[config.mk]
export PLATFORM = sky130hd
export DESIGN_NAME = sha1_hash_engine
export DESIGN_NICKNAME = d
export VERILOG_FILES = /design/src/hdl/sha1_pkg.sv /design/src/hdl/sha1_round.sv /design/src/hdl/sha1_hash_engine.sv
export VERILOG_INCLUDE_DIRS = /design/src /design/src/hdl
export SDC_FILE = /design/constraint.sdc
export NUM_CORES = 2
export LEC_CHECK = 0
export ABC_AREA = 1
export BUFFER_PORTS_ARGS = -buffer_cell sky130_fd_sc_hd__buf_2
export CAP_MARGIN = 30
export CORE_ASPECT_RATIO = 1.2
export CORE_MARGIN = 4
export CORE_UTILIZATION = 40
export CTS_CLUSTER_DIAMETER = 150
export DETAILED_ROUTE_END_ITERATION = 10
export HOLD_SLACK_MARGIN = 0.1
export MAX_ROUTING_LAYER = met4
export SYNTH_ARGS = -nofsm -noshare
export SYNTH_HDL_FRONTEND = slang
export SYNTH_SLANG_ARGS = --single-unit
[constraint.sdc]
create_clock -name i_clk -period 96.7 [get_ports i_clk]
set_input_delay 19.34 -clock i_clk [delete_from_list [all_inputs] [get_ports i_clk]]
set_output_delay 19.34 -clock i_clk [all_outputs]
set_load 0.02 [all_outputs]
[src/hdl/sha1_hash_engine_macros.svh]
// Assertion macros shared by the SHA-1 engine RTL.
// Expects i_clk and i_rst_n (synchronous, active low) in the including module.
`ifndef SHA1_HASH_ENGINE_MACROS_SVH
`define SHA1_HASH_ENGINE_MACROS_SVH

// Same-cycle implication, checked out of reset.
`define SHA1_ASSERT_NOW(label, ante, cons, msg) \
    label: assert property (@(posedge i_clk) disable iff (!i_rst_n) (ante) |-> (cons)) \
        else $error(msg);

// Next-cycle implication, checked out of reset.
`define SHA1_ASSERT_NEXT(label, ante, cons, msg) \
    label: assert property (@(posedge i_clk) disable iff (!i_rst_n) (ante) |=> (cons)) \
        else $error(msg);

`endif

[src/hdl/sha1_pkg.sv]
// Types and constants of the SHA-1 engine.
// Used by sha1_round and sha1_hash_engine; no dependencies.
`default_nettype none

package sha1_pkg;

    typedef logic [31:0] t_word;

    // Working variables of the compression.
    typedef struct packed {
        t_word a;
        t_word b;
        t_word c;
        t_word d;
        t_word e;
    } t_work;

    localparam int unsigned DIGEST_LEN = 5;

    localparam t_word H_INIT [DIGEST_LEN] = '{
        32'h6745_2301, 32'hEFCD_AB89, 32'h98BA_DCFE, 32'h1032_5476, 32'hC3D2_E1F0
    };

    localparam t_word K_RND [4] = '{
        32'h5A82_7999, 32'h6ED9_EBA1, 32'h8F1B_BCDC, 32'hCA62_C1D6
    };

    // Round counter bounds.
    localparam logic [6:0] ROUNDS   = 7'd80;
    localparam logic [6:0] RND_PH1  = 7'd20;
    localparam logic [6:0] RND_PH2  = 7'd40;
    localparam logic [6:0] RND_PH3  = 7'd60;

    // Byte positions within a 64-byte block.
    localparam logic [5:0] POS_LAST = 6'd63;
    localparam logic [5:0] POS_LEN  = 6'd56;

    localparam logic [7:0] PAD_MARK = 8'h80;
    localparam logic [2:0] DIGEST_WORDS = 3'd5;

    // Input operation codes.
    localparam logic OP_ABSORB = 1'b0;
    localparam logic OP_FINISH = 1'b1;

endpackage

`default_nettype wire

[src/hdl/sha1_round.sv]
// One SHA-1 round plus the next message schedule word, combinational.
// Depends on sha1_pkg.
`default_nettype none

module sha1_round (
    input  sha1_pkg::t_work i_work,
    input  logic [6:0]      i_rnd,
    input  sha1_pkg::t_word i_w0,
    input  sha1_pkg::t_word i_w2,
    input  sha1_pkg::t_word i_w8,
    input  sha1_pkg::t_word i_w13,
    output sha1_pkg::t_work o_work,
    output sha1_pkg::t_word o_sched
);
    import sha1_pkg::*;

    t_word f;
    t_word k;
    t_word mix;
    t_word t;

    always_comb begin
        if (i_rnd < RND_PH1) begin
            f = (i_work.b & i_work.c) | (~i_work.b & i_work.d);
            k = K_RND[0];
        end else if (i_rnd < RND_PH2) begin
            f = i_work.b ^ i_work.c ^ i_work.d;
            k = K_RND[1];
        end else if (i_rnd < RND_PH3) begin
            f = (i_work.b & i_work.c) | (i_work.b & i_work.d) | (i_work.c & i_work.d);
            k = K_RND[2];
        end else begin
            f = i_work.b ^ i_work.c ^ i_work.d;
            k = K_RND[3];
        end
    end

    assign t = {i_work.a[26:0], i_work.a[31:27]} + f + i_work.e + k + i_w0;

    assign o_work.a = t;
    assign o_work.b = i_work.a;
    assign o_work.c = {i_work.b[1:0], i_work.b[31:2]};
    assign o_work.d = i_work.c;
    assign o_work.e = i_work.d;

    // w[i+16] = rotl1(w[i+13] ^ w[i+8] ^ w[i+2] ^ w[i])
    assign mix     = i_w13 ^ i_w8 ^ i_w2 ^ i_w0;
    assign o_sched = {mix[30:0], mix[31]};

endmodule

`default_nettype wire

[src/hdl/sha1_hash_engine.sv]
// SHA-1 hash engine over a byte stream: top level with sequencer and digest output.
// Depends on sha1_pkg, sha1_round and sha1_hash_engine_macros.svh.
`default_nettype none
`include "sha1_hash_engine_macros.svh"

// Byte-serial SHA-1. Each input item is either an absorb (one message byte) or a
// finish. Bytes shift into a 512-bit block register; when byte 63 of a block lands,
// the single shared round unit runs the 80 rounds, one per cycle, while the block
// register doubles as the 16-word message schedule shift line, then the fold state
// adds the working variables into the chaining value. An absorb that closes a block
// thus goes through shift, 80 rounds and fold. A finish is accepted, then shifts in
// the 0x80 marker, zero fill and the 64-bit big-endian bit length one byte per cycle
// up to the end of the block, then compresses; when the marker lands at byte 56 or
// later a second, zero-filled block carrying the length follows. A finish therefore
// runs accept, pad bytes, 80 rounds and fold, and a second pad, 80 rounds and fold
// in the two-block case, then the digest hand-over. The input stalls while any of
// this runs. The digest then leaves as five items of 32 bits, H0 first, from an
// output register that drains on its own, so absorbs of the next message go on while
// the previous digest waits to be taken; the hand-over of a second finish waits for
// that register to empty. The state is back at the initial hash after every finish.
module sha1_hash_engine (
    input  logic            i_clk,
    input  logic            i_rst_n,
    input  logic            i_in_valid,
    output logic            o_in_stall,
    input  logic            i_op,
    input  logic [7:0]      i_data_byte,
    output logic            o_out_valid,
    input  logic            i_out_stall,
    output sha1_pkg::t_word o_digest_word,
    output logic [2:0]      o_word_index,
    output logic            o_last_word
);
    import sha1_pkg::*;

    typedef enum logic [2:0] {
        ST_IDLE,
        ST_PAD,
        ST_ROUND,
        ST_FOLD,
        ST_LOAD
    } t_state;

    t_state       r_state;
    logic [511:0] r_blk;        // block bytes, byte 0 in bits 511..504
    logic [5:0]   r_pos;        // next byte position in the block
    logic [63:0]  r_bits;       // message length in bits
    logic         r_pad_first;  // next pad byte is the 0x80 marker
    logic         r_len_blk;    // this block carries the length field
    logic         r_fin;        // current compression belongs to a finish
    logic [6:0]   r_rnd;
    t_work        r_work;
    t_word        r_h   [DIGEST_LEN];
    t_word        r_dig [DIGEST_LEN];
    logic [2:0]   r_out_left;   // digest words still to deliver

    logic        in_acc;
    logic        out_acc;
    logic        do_shift;
    logic [63:0] len_sh;
    logic [7:0]  len_byte;
    logic [7:0]  pad_byte;
    logic [7:0]  shift_byte;
    t_work       rnd_work;
    t_word       sched;
    t_work       h_work;

    assign in_acc  = i_in_valid && !o_in_stall;
    assign out_acc = o_out_valid && !i_out_stall;

    // Length bytes go out most significant first at positions 56..63.
    assign len_sh   = r_bits >> {~r_pos[2:0], 3'b000};
    assign len_byte = len_sh[7:0];

    always_comb begin
        if (r_pad_first) begin
            pad_byte = PAD_MARK;
        end else if (r_len_blk && (r_pos >= POS_LEN)) begin
            pad_byte = len_byte;
        end else begin
            pad_byte = 8'h00;
        end
    end

    assign shift_byte = (r_state == ST_PAD) ? pad_byte : i_data_byte;
    assign do_shift   = (r_state == ST_PAD) || (in_acc && (i_op == OP_ABSORB));

    assign h_work = '{a: r_h[0], b: r_h[1], c: r_h[2], d: r_h[3], e: r_h[4]};

    sha1_round u_round (
        .i_work  (r_work),
        .i_rnd   (r_rnd),
        .i_w0    (r_blk[511:480]),
        .i_w2    (r_blk[447:416]),
        .i_w8    (r_blk[255:224]),
        .i_w13   (r_blk[95:64]),
        .o_work  (rnd_work),
        .o_sched (sched)
    );

    always_ff @(posedge i_clk) begin
        if (!i_rst_n) begin
            r_state     <= ST_IDLE;
            r_pos       <= '0;
            r_bits      <= '0;
            r_pad_first <= 1'b0;
            r_len_blk   <= 1'b0;
            r_fin       <= 1'b0;
            r_rnd       <= '0;
            r_out_left  <= '0;
            for (int j = 0; j < DIGEST_LEN; j++) begin
                r_h[j] <= H_INIT[j];
            end
        end else begin
            // Drain the digest one word per taken item.
            if (out_acc) begin
                for (int j = 0; j < DIGEST_LEN - 1; j++) begin
                    r_dig[j] <= r_dig[j + 1];
                end
                r_out_left <= r_out_left - 3'd1;
            end

            // Shift message or pad bytes into the block.
            if (do_shift) begin
                r_blk <= {r_blk[503:0], shift_byte};
                r_pos <= r_pos + 6'd1;
            end

            case (r_state)
                ST_IDLE: begin
                    if (in_acc) begin
                        if (i_op == OP_FINISH) begin
                            r_pad_first <= 1'b1;
                            r_fin       <= 1'b1;
                            r_state     <= ST_PAD;
                        end else begin
                            r_bits <= r_bits + 64'd8;
                            r_fin  <= 1'b0;
                            if (r_pos == POS_LAST) begin
                                r_work  <= h_work;
                                r_rnd   <= '0;
                                r_state <= ST_ROUND;
                            end
                        end
                    end
                end
                ST_PAD: begin
                    r_pad_first <= 1'b0;
                    // Room for the length only if the marker lands before byte 56.
                    if (r_pad_first) begin
                        r_len_blk <= (r_pos < POS_LEN);
                    end
                    if (r_pos == POS_LAST) begin
                        r_work  <= h_work;
                        r_rnd   <= '0;
                        r_state <= ST_ROUND;
                    end
                end
                ST_ROUND: begin
                    r_work <= rnd_work;
                    r_blk  <= {r_blk[479:0], sched};
                    r_rnd  <= r_rnd + 7'd1;
                    if (r_rnd == ROUNDS - 7'd1) begin
                        r_state <= ST_FOLD;
                    end
                end
                ST_FOLD: begin
                    r_h[0] <= r_h[0] + r_work.a;
                    r_h[1] <= r_h[1] + r_work.b;
                    r_h[2] <= r_h[2] + r_work.c;
                    r_h[3] <= r_h[3] + r_work.d;
                    r_h[4] <= r_h[4] + r_work.e;
                    if (!r_fin) begin
                        r_state <= ST_IDLE;
                    end else if (!r_len_blk) begin
                        // Marker block done; follow with the zero-filled length block.
                        r_len_blk <= 1'b1;
                        r_state   <= ST_PAD;
                    end else begin
                        r_state <= ST_LOAD;
                    end
                end
                ST_LOAD: begin
                    // Hand the digest over once the previous one has left.
                    if (r_out_left == '0) begin
                        for (int j = 0; j < DIGEST_LEN; j++) begin
                            r_dig[j] <= r_h[j];
                            r_h[j]   <= H_INIT[j];
                        end
                        r_out_left <= DIGEST_WORDS;
                        r_bits     <= '0;
                        r_len_blk  <= 1'b0;
                        r_fin      <= 1'b0;
                        r_state    <= ST_IDLE;
                    end
                end
                default: begin
                    r_state <= ST_IDLE;
                end
            endcase
        end
    end

    assign o_in_stall    = (r_state != ST_IDLE);
    assign o_out_valid   = (r_out_left != '0);
    assign o_digest_word = r_dig[0];
    assign o_word_index  = DIGEST_WORDS - r_out_left;
    assign o_last_word   = (r_out_left == 3'd1);

    `SHA1_ASSERT_NOW(a_pos_tracks_count, r_state == ST_IDLE, r_pos == r_bits[8:3], "byte position out of step with bit count")
    `SHA1_ASSERT_NOW(a_round_in_range, r_state == ST_ROUND, r_rnd < ROUNDS, "round counter past last round")
    `SHA1_ASSERT_NOW(a_fold_after_last, r_state == ST_FOLD, $past(r_rnd) == ROUNDS - 7'd1, "fold without all rounds")
    `SHA1_ASSERT_NOW(a_pad_in_finish, r_state == ST_PAD, r_fin, "padding outside a finish")
    `SHA1_ASSERT_NEXT(a_load_fills_output, r_state == ST_LOAD && r_out_left == 3'd0, r_out_left == DIGEST_WORDS && r_state == ST_IDLE, "digest not handed over")

endmodule

`default_nettype wire
# Word-level counts from Yosys, hierarchy flattened
# Memories as Yosys holds them, arrays and structs flattened.
# Cells that the tools add are included.
[classes]
addsub = 14
n_lt_le_gt_ge = 5
n_eq_ne = 14
shifts = 1
n_mux = 69
n_bitwise = 29
reduce_logical = 24
[ops]
columns = ["cell", "n"]
rows = [
  ["two-way mux 512 bit", 2],
  ["two-way mux 32 bit", 19],
  ["two-way mux 160 bit", 3],
  ["one-hot mux 160 bit (3 select lines)", 1],
  ["adder 32 bit", 9],
  ["two-way mux 64 bit", 3],
  ["bitwise XOR 32 bit", 5],
  ["AND 32 bit", 4],
  ["one-hot mux 64 bit (2 select lines)", 1],
  ["OR 32 bit", 3],
  ["adder 64 x 4 -> 64 bit, second input constant", 1],
  [">> shifter 64 x 6 -> 8 bit", 1],
  ["inverter 32 bit", 1],
  ["two-way mux 31 bit", 1],
  ["two-way mux 3 bit", 10],
  ["two-way mux 8 bit", 3],
  ["two-way mux 7 bit", 3],
  ["one-hot mux 7 bit (3 select lines)", 1],
  ["two-way mux 1 bit", 18],
  ["one-hot mux 3 bit (5 select lines)", 1],
  ["< comparator 7 x 6 -> 1 bit, second input constant", 2],
  ["inequality test 2 bit, second input constant", 7],
  ["OR 1 bit", 14],
  ["AND reduction 3 bit", 4],
  ["24 further kinds", 39],
]
[totals]
reg_bits = 758
mem_bits_rw = 320
input_bits = 13
out_inout_bits = 38
wordCells = 172
mem_count = 2
[memory_table]
columns = ["name", "depth", "width", "read_ports", "rd_clocked_by_memory_dff", "write_ports", "line_no", "rtl"]
rows = [
  ["r_dig", 5, 32, 5, 0, 5, "sha1_hash_engine.sv:54", "t_word r_dig [DIGEST_LEN];"],
  ["r_h", 5, 32, 5, 0, 5, "sha1_hash_engine.sv:53", "t_word r_h [DIGEST_LEN];"],
]

# Logic depth before layout (Yosys ltp)
[logic_depth]
ltp_word = 11
depth_mapped = 26
mapped_depth_nobuf = 24

# Cells and area by module
# From an unflattened synthesis, not the netlist that was laid out.
[unflattened]
cells_unflattened = 8120
area_unflattened_um2 = 65218.8
[modules_own_cells]
columns = ["module", "n_inst", "cells_each", "area_per_inst_um2", "seq_area_each_um2"]
rows = [
  ["sha1_hash_engine", 1, 6948, 57052.2, 31450.2],
  ["sha1_round", 1, 1172, 8166.6, 0.0],
]

# Worst setup path before layout
# No wires, ideal clock.
[synth_timing]
path_kind = "input port to flip-flop"
start = "in i_in_valid"
end = "reg r_blk[0], enable pin"
setup_time_ns = 1.561
arrival_ns = 44.361
t_required_ns = 95.139
setup_slack_ns = 50.778
path_stages = 7
path_buffers = 1
path_cell_list = "inv_1 -> nand2_2 -> nand2_2 -> nor2_4 -> buf_6 -> a21oi_1 -> a21oi_1"
[synth_via]
elab_chain_len = 5
[synth_rtl]
columns = ["item", "line_no", "rtl"]
rows = [
  ["from (decl)", "sha1_hash_engine.sv:24", "input logic i_in_valid,"],
  ["logical AND 1 bit", "sha1_hash_engine.sv:68", "assign in_acc = i_in_valid && !o_in_stall;"],
  ["logical AND 1 bit", "sha1_hash_engine.sv:86", "assign do_shift = (r_state == ST_PAD) || (in_acc && (i_op == OP_ABSORB));"],
  ["logical OR 1 bit", "sha1_hash_engine.sv:86", ""],
  ["nonzero test 2 bit (no source line)", "--", ""],
  ["AND reduction 2 bit (no source line)", "--", ""],
  ["to (signal assigned)", "sha1_hash_engine.sv:125", "r_blk <= {r_blk[503:0], shift_byte};"],
  ["to (signal assigned)", "sha1_hash_engine.sv:161", "r_blk <= {r_blk[479:0], sched};"],
  ["to (decl)", "sha1_hash_engine.sv:45", "logic [511:0] r_blk;"],
]
# No other way between the ends.
# A chain may end at the register's enable or synchronous reset.

# Final worst setup path
[layout_timing]
start = "in i_op"
end = "reg r_blk[372], enable pin"
[layout_via]
elab_chain_len = 5
[layout_rtl]
columns = ["item", "line_no", "rtl"]
rows = [
  ["from (decl)", "sha1_hash_engine.sv:26", "input logic i_op,"],
  ["inverter 1 bit", "sha1_hash_engine.sv:86", ""],
  ["logical AND 1 bit", "sha1_hash_engine.sv:86", ""],
  ["logical OR 1 bit", "sha1_hash_engine.sv:86", ""],
  ["nonzero test 2 bit (no source line)", "--", ""],
  ["AND reduction 2 bit (no source line)", "--", ""],
]
# No other way between the ends.

==> reports/qor.yml <==
run_status:
  status: "complete, no violations"
clocking:
  htree_levels: 3
  clock-sinks: 1075
  cts_tree: "yes"
  worstSkewPairLatency_ns: 0.77
  root_buffer: "clkbuf_16"
  cts_resized: 0
  postCtsSetupRepairBufs: 0
  clockBufferDepth: 3
  numCtsBuffers: 116
  cts.reportedPaths.clkPinSlew_ns: 0.06
  cts-hold-fix-buffers: 0
route:
  firstDrtPassIters: 6
  avgRoutedWirePerCell_um: 20.2
  drc: 0
  vias_per_cell: 5.19
  drtIter0Drc: 4723
  vias: 49368
  wl_mm: 192
  ant_nets: 0
logic_synthesis:
  synth.distinct_cells: 55
  syn-num-nets: 7718
  syn-cell-area_sq_mm: 0.0626
  synth_edf_count: 992
  yosys_register_bits: 1075
  syn_inst: 7380
  seq_area_frac_synth: 0.503
  yosysWarnings: 0
  async_flop_share: 0
  syn_area_per_cell_sq_um: 8.48
  ys.flop_type: "edfxtp_1"
grt:
  grt_antenna_before_repair: 2
  grt_pass1_wl_mm: 287
  grt_pass1_vias: 46887
  grt_max_degree: 277
  grt_overflow_total: 0
  grt_use_total: 0.238
sta:
  period_minus_slack_ns: 22.87
  maxSlewViolCount: 0
  clock.fmax_mhz: 43.7
  finalSetupViolCount: 0
  rsz0062_at_grt: "no"
  slew_headroom: 0.219
  fin_crit_sh: 0.236
  hold_violations: 0
  tns_ns: 0
  tightest_slew_ns: 1.17
  clock_skew_ns: 0.0928
power_and_ir_drop:
  vdd_drop_max_uv: 14.9
  powerDensity_mw_per_mm2: 16.0
  leakage_uw: 0.0279
  p_total_uw: 1090
worst_setup_path:
  path_max_fanout: 181
  criticalPathCategory: "input port to flop"
  cp-start-kind: "input port"
  crit_arrival_ns: 23.17
  worstPathRequired_ns: 97.01
  end_kind: "flop"
final_layout:
  area_growth_pct: 9.48
  postLayoutCoreUtil: 0.442
  layout-drive-gt1-share: 0.0454
  nets: 7663
  final_cells: 9503
placement:
  gp_congestion: 0.971
  dp.cells: 9284
  port_buffers: 50
  hpwlAfterDp_mm: 143
floorplanning:
  fp.dieW_um: 369
  die_area_sq_mm: 0.163
  chipHeight_um: 441
  start_util: 0.404
  ioPinCount: 51
  core_sq_mm: 0.155
  core.rowCount: 158
hold_path:
  hp-class: "flop to flop"
run:
  maxCapViolCount: 0
-- where the power goes --
part	internal (uW)	leakage [uW]	switching (uW)
clock	255	0.00183	198
sequential	533	0.00944	15.8
combinational	28.3	0.0166	63.1
total	817	0.0279	277
-- logic make-up (layout without fill, tap and decap cells) --
family / Yosys count / after routing / share of synthesized area
buffers and inverters: 1064 / 1106 / 0.0679
AND/OR/NAND/NOR: 3746 / 3746 / 0.240
XOR/XNOR: 139 / 139 / 0.0195
AO/OA/AOI/OAI: 1031 / 1031 / 0.0910
adder cells (fa/ha/maj): 325 / 325 / 0.0790
flip-flops: 1075 / 1075 / 0.503
other: 0 / 1 / 0
-- metrics by stage --
| step | cell area [sq um] | hold slack, ns | setup slack, ns |
|---|---|---|---|
| global route | 68500 | 0.500 | 73.58 |
| global placement | 64600 | 0.453 | 73.17 |
| finish | 68500 | 0.460 | 73.83 |
| floorplan | 62600 | 0.436 | 50.78 |
| CTS | 68400 | 0.468 | 73.95 |
| detailed placement | 64600 | 0.453 | 73.15 |
-- synth_stat cells, types with 9 or more instances --
cell type,count,area [sq um]
nand2_1,2746,10300
edfxtp_1,992,29800
inv_1,783,2940
nor2_1,506,1900
o21ai_0,415,2080
a21oi_1,359,1800
nand3_1,249,1250
ha_1,208,2600
clkbuf_1,121,454
fa_1,117,2340
xnor2_1,111,972
buf_2,83,415
dfxtp_1,83,1660
nor3_1,69,345
nand4_1,64,400
o21bai_1,53,398
o21ai_1,51,255
buf_4,35,263
xor2_1,28,245
a21o_1,26,195
a211oi_1,25,188
buf_1,24,90.1
o21a_1,22,165
or2_2,21,131
a21boi_0,19,143
a221oi_1,17,149
o211ai_1,15,113
inv_2,11,41.3
nand2_2,11,68.8
nor2_2,11,68.8
a31oi_1,10,62.6
and3_1,10,62.6
nor2_4,10,113
nand3b_1,9,67.6
-- cell type report --
cell class / instances / area, sq um
flip-flops and latches: 1075 / 31500
repair buffers: 93 / 696
inverters: 798 / 3010
well taps: 2080 / 2600
fillers: 15283 / 86500
multi-input cells: 5241 / 26900
diodes: 1 / 2.50
clock buffers: 146 / 3030
clock inverters: 69 / 786
-- worst paths after layout --
path	from	endpoint	slack [ns]	cells after the start
worst max-delay path	i_op	r_blk[372]	73.83	10
worst min register to register	r_h[0][151]	r_dig[0][151]	0.46	0
worst min-delay path	r_h[0][151]	r_dig[0][151]	0.46	0
worst max register to register	r_rnd[5]	r_work[159]	90.52	19
-- sequential cells by signal, indices dropped and copies added, names as in the netlist --
name         count
r_blk          512
r_dig          160
r_h            160
r_work         160
r_bits          61
r_rnd            7
r_pos            6
r_out_left       3
r_state          3
r_fin            1
r_len_blk        1
r_pad_first      1
-- cell usage in the layout, fill, tap and decap left out, drive strengths merged, types with 3 or more instances in the layout --
master	n
a21boi	19
nand3	254
nor2	528
a221oi	17
o22ai	7
inv	797
a211oi	25
a31oi	10
o21a	22
a21oi	359
or2	30
nor4	7
o221ai	5
xnor2	111
fa	117
o211ai	15
a21o	26
o21bai	53
a31o	3
nand2b	8
dfxtp	83
buf	93
clkinvlp	5
and2	5
nand3b	10
and3	10
clkbuf	146
bufinv	12
nand4	64
xor2	28
clkinv	53
edfxtp	992
o21ai	466
ha	208
nand2	2758
nor3	70
-- worst max-delay path, cell delays in order --
cell and delay [ns]:
buf_2 0.11, inv_1 0.05, o21ai_1 0.09, nor2_4 0.12, buf_4 0.45, a21oi_1 0.24
a21oi_4 0.16, buf_4 0.72, buf_4 0.84, buf_12 0.69
-- layer usage --
metal | routed length [um] | global-route usage | up-vias
met4 | 10900 | 0.118 | 0
met3 | 10000 | 0.0245 | 327
met5 | 0 | - | -
li1 | - | - | 24083
met2 | 92900 | 0.395 | 1458
met1 | 78500 | 0.290 | 23500
No activity file was read; power rests on OpenSTA's default activity.
